`config.mk`:
```
export PLATFORM = sky130hd
export DESIGN_NAME = ttl_expiry_heap_table
export DESIGN_NICKNAME = d
export VERILOG_FILES = /design/src/sv/ttlh_pkg.sv /design/src/sv/ttl_expiry_heap_table.sv /design/src/sv/ttlh_mem.sv /design/src/sv/ttlh_out.sv
export SDC_FILE = /design/constraint.sdc
export NUM_CORES = 2
export LEC_CHECK = 0
export BUFFER_PORTS_ARGS = -buffer_cell sky130_fd_sc_hd__buf_2
export CAP_MARGIN = 20
export CORE_MARGIN = 5
export CORE_UTILIZATION = 28
export CTS_CLUSTER_DIAMETER = 40
export DETAILED_ROUTE_END_ITERATION = 10
export PLACE_DENSITY_LB_ADDON = 0.1
export REMOVE_ABC_BUFFERS = 1
export SETUP_SLACK_MARGIN = 0.1
export SLEW_MARGIN = 40
export SYNTH_ARGS = -nofsm -noshare
export SYNTH_HDL_FRONTEND = slang
export SYNTH_SLANG_ARGS = --single-unit
```
`constraint.sdc`:
```
create_clock -name clk -period 9.55 [get_ports clk]
set_input_delay 0.955 -clock clk [delete_from_list [all_inputs] [get_ports clk]]
set_output_delay 0.955 -clock clk [all_outputs]
set_load 0.01 [all_outputs]
```
`src/sv/ttlh_pkg.sv`:
```
`timescale 1ns / 1ps
`default_nettype none
// ----------------------------------------------------------------------------
// ttlh_pkg
// Shared types and constants of the TTL expiry heap table.
// ----------------------------------------------------------------------------
package ttlh_pkg;

  localparam int DEF_CAPACITY = 16;
  localparam int MAX_RESULTS  = 16;
  localparam int POP_W        = 5;

  localparam logic [2:0] CMD_INSERT = 3'd0;
  localparam logic [2:0] CMD_GET    = 3'd1;
  localparam logic [2:0] CMD_ERASE  = 3'd2;
  localparam logic [2:0] CMD_EXPIRE = 3'd3;
  localparam logic [2:0] CMD_CLEAR  = 3'd4;
  localparam logic [2:0] CMD_TICK   = 3'd5;

  // one heap node: key, expiry tick and stored value
  typedef struct packed {
    logic [31:0] key;
    logic [31:0] expiry;
    logic [31:0] value;
  } ent_t;

  typedef struct packed {
    logic        found;
    logic [31:0] key;
    logic [31:0] value;
    logic [4:0]  live;
    logic        rejected;
    logic        last;
  } res_t;

  typedef enum logic [4:0] {
    ST_IDLE, ST_PC_RD, ST_PC_CK, ST_PP_LAST, ST_FD_RD, ST_FD_CK, ST_CP_RD, ST_CP_WR,
    ST_HP, ST_SD_LD, ST_SD_L, ST_SD_R, ST_SD_C, ST_INS, ST_SU, ST_SU_C, ST_RESP,
    ST_EM_RD, ST_EM_WR
  } state_t;

endpackage
`default_nettype wire

```
`src/sv/ttl_expiry_heap_table.sv`:
```
`timescale 1ns / 1ps
`default_nettype none
// ----------------------------------------------------------------------------
// ttl_expiry_heap_table
// Key-value table with time-to-live, expiry ordered by a min-heap in memory.
// ----------------------------------------------------------------------------
// Channel | Dir | Transfer contents
// s_axis  | in  | tuser: command; tdata: key, value, ttl
// m_axis  | out | tdata: found, out_key, out_value, live_count, rejected; tlast
//
// One command at a time; each memory access is a read state followed by a
// compare state. Lookup walks the heap linearly (FD_RD, FD_CK per entry);
// erase adds a shift of the tail (CP_RD, CP_WR per entry) and a bottom-up
// rebuild; a pop sifts down through SD_L, SD_R and SD_C per level, an insert
// sifts up through SU and SU_C per level. Results wait in the output
// register; a stalled sink holds the sequencer at its next result.
// Synchronous reset empties the heap at once, node contents need no clearing.
// ----------------------------------------------------------------------------
module ttl_expiry_heap_table
  import ttlh_pkg::*;
#(
  parameter int CAPACITY = DEF_CAPACITY
) (
  input  wire logic        clk,
  input  wire logic        rst,
  input  wire logic        s_axis_tvalid,
  output logic             s_axis_tready,
  input  wire logic [87:0] s_axis_tdata,  // key[31:0], value[63:32], ttl[83:64]
  input  wire logic [2:0]  s_axis_tuser,  // command
  output logic             m_axis_tvalid,
  input  wire logic        m_axis_tready,
  output logic [71:0]      m_axis_tdata,  // found, out_key, out_value, live_count,
                                          // rejected
  output logic             m_axis_tlast
);

  localparam int IW = $clog2(CAPACITY);
  localparam int SW = $clog2(CAPACITY + 1);

  state_t          state, state_next;
  logic [2:0]      cmd, cmd_next;
  logic [31:0]     key, key_next, val, val_next, exp, exp_next;
  logic [31:0]     now, now_next;
  logic [SW-1:0]   size, size_next, idx, idx_next, hi, hi_next;
  logic [IW-1:0]   i, i_next;
  logic [POP_W-1:0] pops, pops_next;
  ent_t            cur, cur_next, lft, lft_next, top_e, top_next;
  logic            rvalid, rvalid_next, ret_pop, ret_pop_next;
  logic            fnd, fnd_next, rej, rej_next;
  logic [31:0]     oval, oval_next;

  logic            wen, ren;
  logic [IW-1:0]   waddr, raddr;
  ent_t            wdata, rd;
  logic            out_load, out_free;
  res_t            res;

  logic [32:0]     exp_sum;
  logic [IW+1:0]   lidx, ridx;
  logic [IW-1:0]   pidx;

  ttlh_mem #(.DEPTH(CAPACITY), .AW(IW)) u_mem (
    .clk   (clk),
    .wen   (wen),
    .waddr (waddr),
    .wdata (wdata),
    .ren   (ren),
    .raddr (raddr),
    .rdata (rd)
  );

  ttlh_out u_out (
    .clk    (clk),
    .rst    (rst),
    .load   (out_load),
    .res    (res),
    .free   (out_free),
    .tvalid (m_axis_tvalid),
    .tready (m_axis_tready),
    .tdata  (m_axis_tdata),
    .tlast  (m_axis_tlast)
  );

  assign s_axis_tready = (state == ST_IDLE);
  assign exp_sum = {1'b0, now} + {13'd0, s_axis_tdata[83:64]};
  assign lidx    = {1'b0, i, 1'b1};
  assign ridx    = lidx + (IW+2)'(1);
  assign pidx    = (i - IW'(1)) >> 1;

  always_ff @(posedge clk) begin
    if (rst) begin
      state <= ST_IDLE;
      size  <= '0;
      now   <= '0;
    end else begin
      state <= state_next;
      size  <= size_next;
      now   <= now_next;
    end
  end

  always_ff @(posedge clk) begin
    cmd     <= cmd_next;
    key     <= key_next;
    val     <= val_next;
    exp     <= exp_next;
    idx     <= idx_next;
    hi      <= hi_next;
    i       <= i_next;
    pops    <= pops_next;
    cur     <= cur_next;
    lft     <= lft_next;
    top_e   <= top_next;
    rvalid  <= rvalid_next;
    ret_pop <= ret_pop_next;
    fnd     <= fnd_next;
    rej     <= rej_next;
    oval    <= oval_next;
  end

  always_comb begin
    state_next   = state;
    cmd_next     = cmd;
    key_next     = key;
    val_next     = val;
    exp_next     = exp;
    now_next     = now;
    size_next    = size;
    idx_next     = idx;
    hi_next      = hi;
    i_next       = i;
    pops_next    = pops;
    cur_next     = cur;
    lft_next     = lft;
    top_next     = top_e;
    rvalid_next  = rvalid;
    ret_pop_next = ret_pop;
    fnd_next     = fnd;
    rej_next     = rej;
    oval_next    = oval;
    wen          = 1'b0;
    waddr        = '0;
    wdata        = cur;
    ren          = 1'b0;
    raddr        = '0;
    out_load     = 1'b0;
    res          = '0;
    res.live     = 5'(size);

    case (state)
      ST_IDLE: begin
        if (s_axis_tvalid) begin
          cmd_next  = s_axis_tuser;
          key_next  = s_axis_tdata[31:0];
          val_next  = s_axis_tdata[63:32];
          exp_next  = exp_sum[32] ? 32'hFFFF_FFFF : exp_sum[31:0];
          fnd_next  = 1'b0;
          rej_next  = 1'b0;
          oval_next = '0;
          pops_next = '0;
          idx_next  = '0;
          case (s_axis_tuser)
            CMD_INSERT, CMD_ERASE: state_next = ST_FD_RD;
            CMD_GET, CMD_EXPIRE:   state_next = ST_PC_RD;
            CMD_CLEAR: begin
              size_next  = '0;
              state_next = ST_RESP;
            end
            CMD_TICK: begin
              if (now != 32'hFFFF_FFFF) now_next = now + 32'd1;
              state_next = ST_RESP;
            end
            default: state_next = ST_RESP;
          endcase
        end
      end

      // expiry sweep: test the heap top
      ST_PC_RD: begin
        if (size == '0 || (cmd == CMD_EXPIRE && pops == POP_W'(MAX_RESULTS))) begin
          if (cmd == CMD_GET) begin
            idx_next   = '0;
            state_next = ST_FD_RD;
          end else if (pops == '0) begin
            state_next = ST_RESP;
          end else begin
            // popped nodes sit just beyond the heap, first pop highest
            idx_next   = SW'(size + SW'(pops) - SW'(1));
            state_next = ST_EM_RD;
          end
        end else begin
          ren        = 1'b1;
          raddr      = '0;
          state_next = ST_PC_CK;
        end
      end

      ST_PC_CK: begin
        if (rd.expiry <= now) begin
          top_next   = rd;
          ren        = 1'b1;
          raddr      = IW'(size - SW'(1));
          state_next = ST_PP_LAST;
        end else begin
          // reuse the not-expired branch of the sweep end
          if (cmd == CMD_GET) begin
            idx_next   = '0;
            state_next = ST_FD_RD;
          end else if (pops == '0) begin
            state_next = ST_RESP;
          end else begin
            idx_next   = SW'(size + SW'(pops) - SW'(1));
            state_next = ST_EM_RD;
          end
        end
      end

      ST_PP_LAST: begin
        cur_next     = rd;
        wen          = 1'b1;
        waddr        = IW'(size - SW'(1));
        wdata        = top_e;
        size_next    = size - SW'(1);
        pops_next    = pops + POP_W'(1);
        i_next       = '0;
        ret_pop_next = 1'b1;
        state_next   = (size == SW'(1)) ? ST_PC_RD : ST_SD_L;
      end

      // linear key search
      ST_FD_RD: begin
        if (idx >= size) begin
          state_next = (cmd == CMD_INSERT) ? ST_INS : ST_RESP;
        end else begin
          ren        = 1'b1;
          raddr      = IW'(idx);
          state_next = ST_FD_CK;
        end
      end

      ST_FD_CK: begin
        idx_next = idx + SW'(1);
        if (rd.key == key) begin
          if (cmd == CMD_GET) begin
            fnd_next   = 1'b1;
            oval_next  = rd.value;
            state_next = ST_RESP;
          end else begin
            state_next = ST_CP_RD;
          end
        end else begin
          state_next = ST_FD_RD;
        end
      end

      // close the gap left by the erased node
      ST_CP_RD: begin
        if (idx >= size) begin
          size_next  = size - SW'(1);
          hi_next    = (size - SW'(1)) >> 1;
          state_next = ST_HP;
        end else begin
          ren        = 1'b1;
          raddr      = IW'(idx);
          state_next = ST_CP_WR;
        end
      end

      ST_CP_WR: begin
        wen        = 1'b1;
        waddr      = IW'(idx - SW'(1));
        wdata      = rd;
        idx_next   = idx + SW'(1);
        state_next = ST_CP_RD;
      end

      // bottom-up rebuild
      ST_HP: begin
        if (hi == '0) begin
          if (cmd == CMD_INSERT) begin
            state_next = ST_INS;
          end else begin
            fnd_next   = 1'b1;
            state_next = ST_RESP;
          end
        end else begin
          i_next       = IW'(hi - SW'(1));
          hi_next      = hi - SW'(1);
          ren          = 1'b1;
          raddr        = IW'(hi - SW'(1));
          ret_pop_next = 1'b0;
          state_next   = ST_SD_LD;
        end
      end

      ST_SD_LD: begin
        cur_next   = rd;
        state_next = ST_SD_L;
      end

      // sift down: cur is held, children move up into the hole
      ST_SD_L: begin
        if (lidx >= (IW+2)'(size)) begin
          wen        = 1'b1;
          waddr      = i;
          wdata      = cur;
          state_next = ret_pop ? ST_PC_RD : ST_HP;
        end else begin
          ren        = 1'b1;
          raddr      = IW'(lidx);
          state_next = ST_SD_R;
        end
      end

      ST_SD_R: begin
        lft_next = rd;
        if (ridx < (IW+2)'(size)) begin
          ren         = 1'b1;
          raddr       = IW'(ridx);
          rvalid_next = 1'b1;
        end else begin
          rvalid_next = 1'b0;
        end
        state_next = ST_SD_C;
      end

      ST_SD_C: begin
        wen   = 1'b1;
        waddr = i;
        if (lft.expiry < cur.expiry) begin
          if (rvalid && rd.expiry < lft.expiry) begin
            wdata  = rd;
            i_next = IW'(ridx);
          end else begin
            wdata  = lft;
            i_next = IW'(lidx);
          end
          state_next = ST_SD_L;
        end else if (rvalid && rd.expiry < cur.expiry) begin
          wdata      = rd;
          i_next     = IW'(ridx);
          state_next = ST_SD_L;
        end else begin
          wdata      = cur;
          state_next = ret_pop ? ST_PC_RD : ST_HP;
        end
      end

      ST_INS: begin
        if (size == SW'(CAPACITY)) begin
          rej_next   = 1'b1;
          state_next = ST_RESP;
        end else begin
          cur_next   = '{key: key, expiry: exp, value: val};
          i_next     = IW'(size);
          size_next  = size + SW'(1);
          state_next = ST_SU;
        end
      end

      // sift up: moves past a parent of equal expiry
      ST_SU: begin
        if (i == '0) begin
          wen        = 1'b1;
          waddr      = '0;
          wdata      = cur;
          state_next = ST_RESP;
        end else begin
          ren        = 1'b1;
          raddr      = pidx;
          state_next = ST_SU_C;
        end
      end

      ST_SU_C: begin
        wen   = 1'b1;
        waddr = i;
        if (rd.expiry < cur.expiry) begin
          wdata      = cur;
          state_next = ST_RESP;
        end else begin
          wdata      = rd;
          i_next     = pidx;
          state_next = ST_SU;
        end
      end

      ST_RESP: begin
        if (out_free) begin
          out_load     = 1'b1;
          res.found    = fnd;
          res.value    = oval;
          res.rejected = rej;
          res.last     = 1'b1;
          state_next   = ST_IDLE;
        end
      end

      ST_EM_RD: begin
        ren        = 1'b1;
        raddr      = IW'(idx);
        state_next = ST_EM_WR;
      end

      ST_EM_WR: begin
        if (out_free) begin
          out_load   = 1'b1;
          res.found  = 1'b1;
          res.key    = rd.key;
          res.last   = (pops == POP_W'(1));
          pops_next  = pops - POP_W'(1);
          idx_next   = idx - SW'(1);
          state_next = (pops == POP_W'(1)) ? ST_IDLE : ST_EM_RD;
        end
      end

      default: state_next = ST_IDLE;
    endcase
  end

endmodule
`default_nettype wire

```
`src/sv/ttlh_mem.sv`:
```
`timescale 1ns / 1ps
`default_nettype none
// ----------------------------------------------------------------------------
// ttlh_mem
// Heap node store: one write port, one read port, registered read data.
// ----------------------------------------------------------------------------
module ttlh_mem
  import ttlh_pkg::*;
#(
  parameter int DEPTH = DEF_CAPACITY,
  parameter int AW    = $clog2(DEPTH)
) (
  input  wire logic          clk,
  input  wire logic          wen,
  input  wire logic [AW-1:0] waddr,
  input  wire ent_t          wdata,
  input  wire logic          ren,
  input  wire logic [AW-1:0] raddr,
  output ent_t               rdata
);

  ent_t mem [DEPTH];

  always_ff @(posedge clk) begin
    if (wen) begin
      mem[waddr] <= wdata;
    end
  end

  always_ff @(posedge clk) begin
    if (ren) begin
      rdata <= mem[raddr];
    end
  end

endmodule
`default_nettype wire

```
`src/sv/ttlh_out.sv`:
```
`timescale 1ns / 1ps
`default_nettype none
// ----------------------------------------------------------------------------
// ttlh_out
// Result output register on the master-side stream.
// ----------------------------------------------------------------------------
module ttlh_out
  import ttlh_pkg::*;
(
  input  wire logic  clk,
  input  wire logic  rst,
  input  wire logic  load,
  input  wire res_t  res,
  output logic       free,
  output logic       tvalid,
  input  wire logic  tready,
  output logic [71:0] tdata,
  output logic       tlast
);

  assign free = !tvalid || tready;

  always_ff @(posedge clk) begin
    if (rst) begin
      tvalid <= 1'b0;
    end else if (load) begin
      tvalid <= 1'b1;
    end else if (tready) begin
      tvalid <= 1'b0;
    end
  end

  always_ff @(posedge clk) begin
    if (load) begin
      tdata <= {1'b0, res.rejected, res.live, res.value, res.key, res.found};
      tlast <= res.last;
    end
  end

endmodule
`default_nettype wire
```
# Word level (Yosys, flattened, before mapping)
# Memory sizes are Yosys's and may differ from the RTL's. A register that Yosys moved wholly into a read port is not among the register bits.
# Cells that the tools add are included.
# totals
ff_bits,557
ram_bits,1536
input_bits,95
out_inout_bits,75
word_cells,247
memories,1
# op_classes
addsub,13
magnitude_cmp,7
n_eq_ne,47
muxes,101
reduce_logical,48
# memory_table
memory,words,width,read_ports,rd_clocked_by_memory_dff,write_ports,line,source
u_mem.mem,16,96,1,1,1,ttlh_mem.sv:22,ent_t mem [DEPTH];
# ops
op,count
$mux W96,5
$pmux W96 S4,1
$pmux W96 S2,1
$mux W5,28
$lt A32 B32 Y1,3
$mux W32,3
$pmux W5 S19,1
$mux W4,18
$pmux W32 S2,1
$eq A5 B4 Y1 const B,8
$add A32 B20 Y33,1
$mux W33,1
$add A32 B1 Y32 const B,1
$eq A32 B32 Y1,1
$le A32 B32 Y1,1
$ne A32 B32 Y1 const B,1
$ne A2 B2 Y1 const B,14
$pmux W4 S7,1
$mux W1,26
$eq A5 B5 Y1 const B,5
$pmux W5 S5,1
$sub A5 B1 Y5 const B,5
$eq A5 B3 Y1 const B,4
$logic_not A5 Y1,4
other kinds (38),81

# Logic depth before layout (Yosys ltp)
# logic_depth
word_depth,6
mapped_depth,17
ltp_nobuf,13

# Cells and area by module
# From an unflattened synthesis, not the netlist that was laid out.
# hier_totals
hier_cells,4891
hier_area_um2,88583.7
# modules_own_cells
module,n_inst,cells_each,area_per_inst_um2,seq_area_each_um2
ttlh_mem,1,2460,60316.6,49007.0
ttl_expiry_heap_table,1,2353,26047.5,14113.5
ttlh_out,1,78,2219.6,2182.1

# Least setup slack after synthesis
# No wires, ideal clock.
# synth_path
path_type,reg-to-reg
start,register size[2]
end,memory u_mem.mem[0][0] in the netlist's numbering (enable)
setup_time_ns,0.552
arrival_ns,6.390
required_time_ns,8.998
slack_ns,2.608
path_stages_with_launch,14
path_buffers,1
period_less_slack_ns,6.942
cell_sequence,dfxtp_1 clkbuf_1 inv_1 ha_1 nand2_1 a21o_1 a21boi_1 nor2_1 nor2_1 or3_1 nand2_1 o221ai_1 or3_1 nor2_1
# synth_between
elab_chain_cells,5
word_cells_on_any_way,8
cone_classes,add/sub (1); order compare (1); mux (6)
# synth_lines
item,line,source
"start, declared",ttl_expiry_heap_table.sv:44,"logic [SW-1:0] size, size_next, idx, idx_next, hi, hi_next;"
"start signal, assigned",ttl_expiry_heap_table.sv:97,size <= size_next;
$ge A5 B5 Y1,ttl_expiry_heap_table.sv:303,if (lidx >= (IW+2)'(size)) begin
$mux W1,ttl_expiry_heap_table.sv:303,
$pmux W1 S3,ttl_expiry_heap_table.sv:150,case (state)
$mux W1,ttlh_mem.sv:25,if (wen) begin
$mux W1 (not written as such),ttlh_mem.sv:26,mem[waddr] <= wdata;
"end, declared",ttlh_mem.sv:22,
# Several ways; a longest one is shown, not always the timed one.

==> results.cfg <==
[layout]
design_area_sq_mm = 0.114
multiInputGateArea_sq_mm = 0.0250
nFillCells = 31764
drive_gt1_share_pct = 20.3
final_util_pct = 34.7
finalNetCount = 6653
seq_area_sq_mm = 0.0653
synthToLayoutAreaGrowth_pct = 23.5

[setup_path]
cp_slowest_cell = edfxtp_1
required_ns = 10.06
path_common_cell = buf_4
max_stage_delay_ns = 0.68
worstSetupPathType = flop to flop
worst-path-buf-inv = 3
path_cells = ha_1 -> a21o_1 -> a21o_1 -> a21oi_1 -> o21ai_0 -> a31oi_1 -> o311ai_4 -> buf_4 -> buf_4 -> nand2b_2 -> buf_4 -> o22ai_1 -> a222oi_1 -> nand2_1
startpoint_type = flop
path_delay_family = compound AO/OA/AOI/OAI gates
crit_path_max_fanout = 29
cp.arrival_ns = 6.27
cp-end-kind = flop
r2r_slack_ns = 3.79

[drt]
first_pass_iters = 8
ant_nets = 0
wl_per_cell_um = 28.5
totalWireLength_um = 316000
avgViaCountPerCell = 4.99
drc = 0
dr.first_iter.drc_count = 5122
vias = 55328

[floorplanning]
num_rows = 210
io_pins = 170
fp.dieH_um = 583
initial_utilization_pct = 28.1
core-area_sq_mm = 0.327
fp.dieW_um = 583
dieArea_sq_mm = 0.340

[synth]
synth_area_sq_mm = 0.0920
async_flop_share_pct = 0
synth_area_leader_cell = edfxtp_1
ys_top_cells_by_count = edfxtp_1 (2146), nand2_1 (712), mux2i_1 (402), mux2_2 (257), clkbuf_1 (209)
synthDistinctLibCells = 85
synth-main-ff-cell = edfxtp_1
synth_cells = 5964
synthTopCellsByArea = edfxtp_1 (70%), mux2i_1 (4.4%), mux2_2 (3.1%), nand2_1 (2.9%), ha_1 (2.5%)
avgSynthCellArea_sq_um = 15.4
ys_seq_elements = 2189
synth_edf_count = 2146
synth_top_area_share_pct = 70.0
yosys_warnings = 0
yosysMostFrequentCell = edfxtp_1
seq_area_frac_synth_pct = 71.0

[global_routing]
overflow = 0
grt_pass1_wl_um = 439000
antenna_found_initial = 24
grt_usage_pct = 18.0
grt_max_degree = 124
grt_pass1_vias = 56356

[timing]
max_freq_ghz = 0.174
fin_skew_ns = 0.101
min_period_ns = 5.76
rsz0062_at_grt = false
finalCritPeriodShare_pct = 60.3
setup_violations = 0
worst_slew_pin_slew_ns = 0.892
maxSlewHeadroom_pct = 40.5
setup_tns_ns = 0
final_max_slew_viol_count = 0
timing_hold_violations_final = 0

[power_and_ir_drop]
sequentialPowerShare_pct = 40.1
report.power.total_mw = 26.8
internal_power_mw = 20.9
p_comb_share_pct = 3.4
p_sw_share_pct = 21.8
pwr-share-clk_pct = 56.5
p_sw_mw = 5.84
p_per_area_mw_per_mm2 = 236
vdd_drop_max_uv = 146
p_leak_nw = 38.4

[clocking]
cts_max_path_buffers = 4
htreeDepth = 5
root_buffer = clkbuf_16
postCtsResizedCells = 0
clk_pin_slew_worst_paths_ns = 0.05
hold_buffers = 0
post_cts_buffers = 0
cts_buffers = 419
cts_tree = done
cts.sinks = 2189
clk_latency_ns = 0.95

[place]
portBuffers = 164
hpwlAfterDp_um = 168000
place_area_sq_mm = 0.0988
place.gp.congestion = 0.807

[min_path]
hp-class = input pin to flop

[flow_run]
cap_violations = 0

[run_status]
outcome = completed
per-stage QoR:
stage | cells | hold WS, ns | setup slack [ns]
4_1_cts | 11068 | 0.0942 | 3.78
3_3_place_gp | 10278 | 0.498 | 3.51
3_5_place_dp | 10291 | 0.501 | 3.74
6_report | 11086 | 0.183 | 3.79
5_1_grt | 11080 | 0.142 | 3.73
2_1_floorplan | 5623 | 0.467 | -34.68
routing by layer:
layer	track usage [%]	vias to the layer above	part of all wire, %
met5	0	-	0.0041
met4	5.48	2	2.9
met3	2.94	514	5.5
met2	28.0	1641	45
met1	25.8	28745	46
li1	-	24426	-
cells in the final DEF (no fill, tap or decap), drive strengths merged, types with 159 or more instances in the layout:
cell type	count
edfxtp	2146
nand2	712
clkbuf	488
mux2i	402
mux2	387
buf	330
a21oi	207
o221ai	205
ha	181
o21ai	181
inv	162
clkinv	160
nor2	159
final timing paths:
path                            cells after the start        startpoint                 to
worst min register to register                      2            exp[1]            cur[33]
worst min-delay path                                1  s_axis_tdata[36]             val[4]
worst max register to register                     14   u_mem.rdata[45]  u_mem.mem[15][45]
worst max-delay path                               14   u_mem.rdata[45]  u_mem.mem[15][45]
kinds of logic after synthesis:
family	count (synthesis)	share of synthesized area (%)
flops	2189	71.0
simple gates	1183	5.62
compound gates	1039	8.50
mux	789	9.11
buf+inv	483	2.36
fa+ha+maj	183	2.50
xor+xnor	97	0.923
other cells	1	0.00408
state kept, by name, summed over array words and instances, names as in the netlist, 32 cells and up:
signal and cells:
val 32, oval 32, cur 96, u_mem.rdata 96
key 32, exp 32, lft 96, u_out.tdata 71
now 32, u_mem.mem 1536, top_e 96
final cells by class:
class	instances	area share [%]
Antenna cell	9	0.0198
Tap cell	4346	4.79
Clock inverter	290	3.23
Multi-Input combinational cell	3292	22.0
Sequential cell	2189	57.5
Timing Repair Buffer	331	2.42
Inverter	142	0.496
Clock buffer	487	9.56
worst register-to-register path, cell delays in order (launching register included):
cell,delay (ns)
edfxtp_1,0.68
ha_1,0.36
a21o_1,0.16
a21o_1,0.17
a21oi_1,0.38
o21ai_0,0.13
a31oi_1,0.42
o311ai_4,0.21
buf_4,0.28
buf_4,0.31
nand2b_2,0.28
buf_4,0.57
o22ai_1,0.22
a222oi_1,0.66
nand2_1,0.52
power by group through the flow:
stage                     clock, mW  combinational [mW]  sequential (mW)
after floorplan                   0               0.887             10.9
after global placement            0               0.911             10.9
after detailed placement          0               0.917             10.9
after CTS                      15.4               0.924             10.8
after global routing           15.9               0.989             10.8
final                          15.1               0.911             10.8
Note: power is estimated with default switching activity, not from simulation.
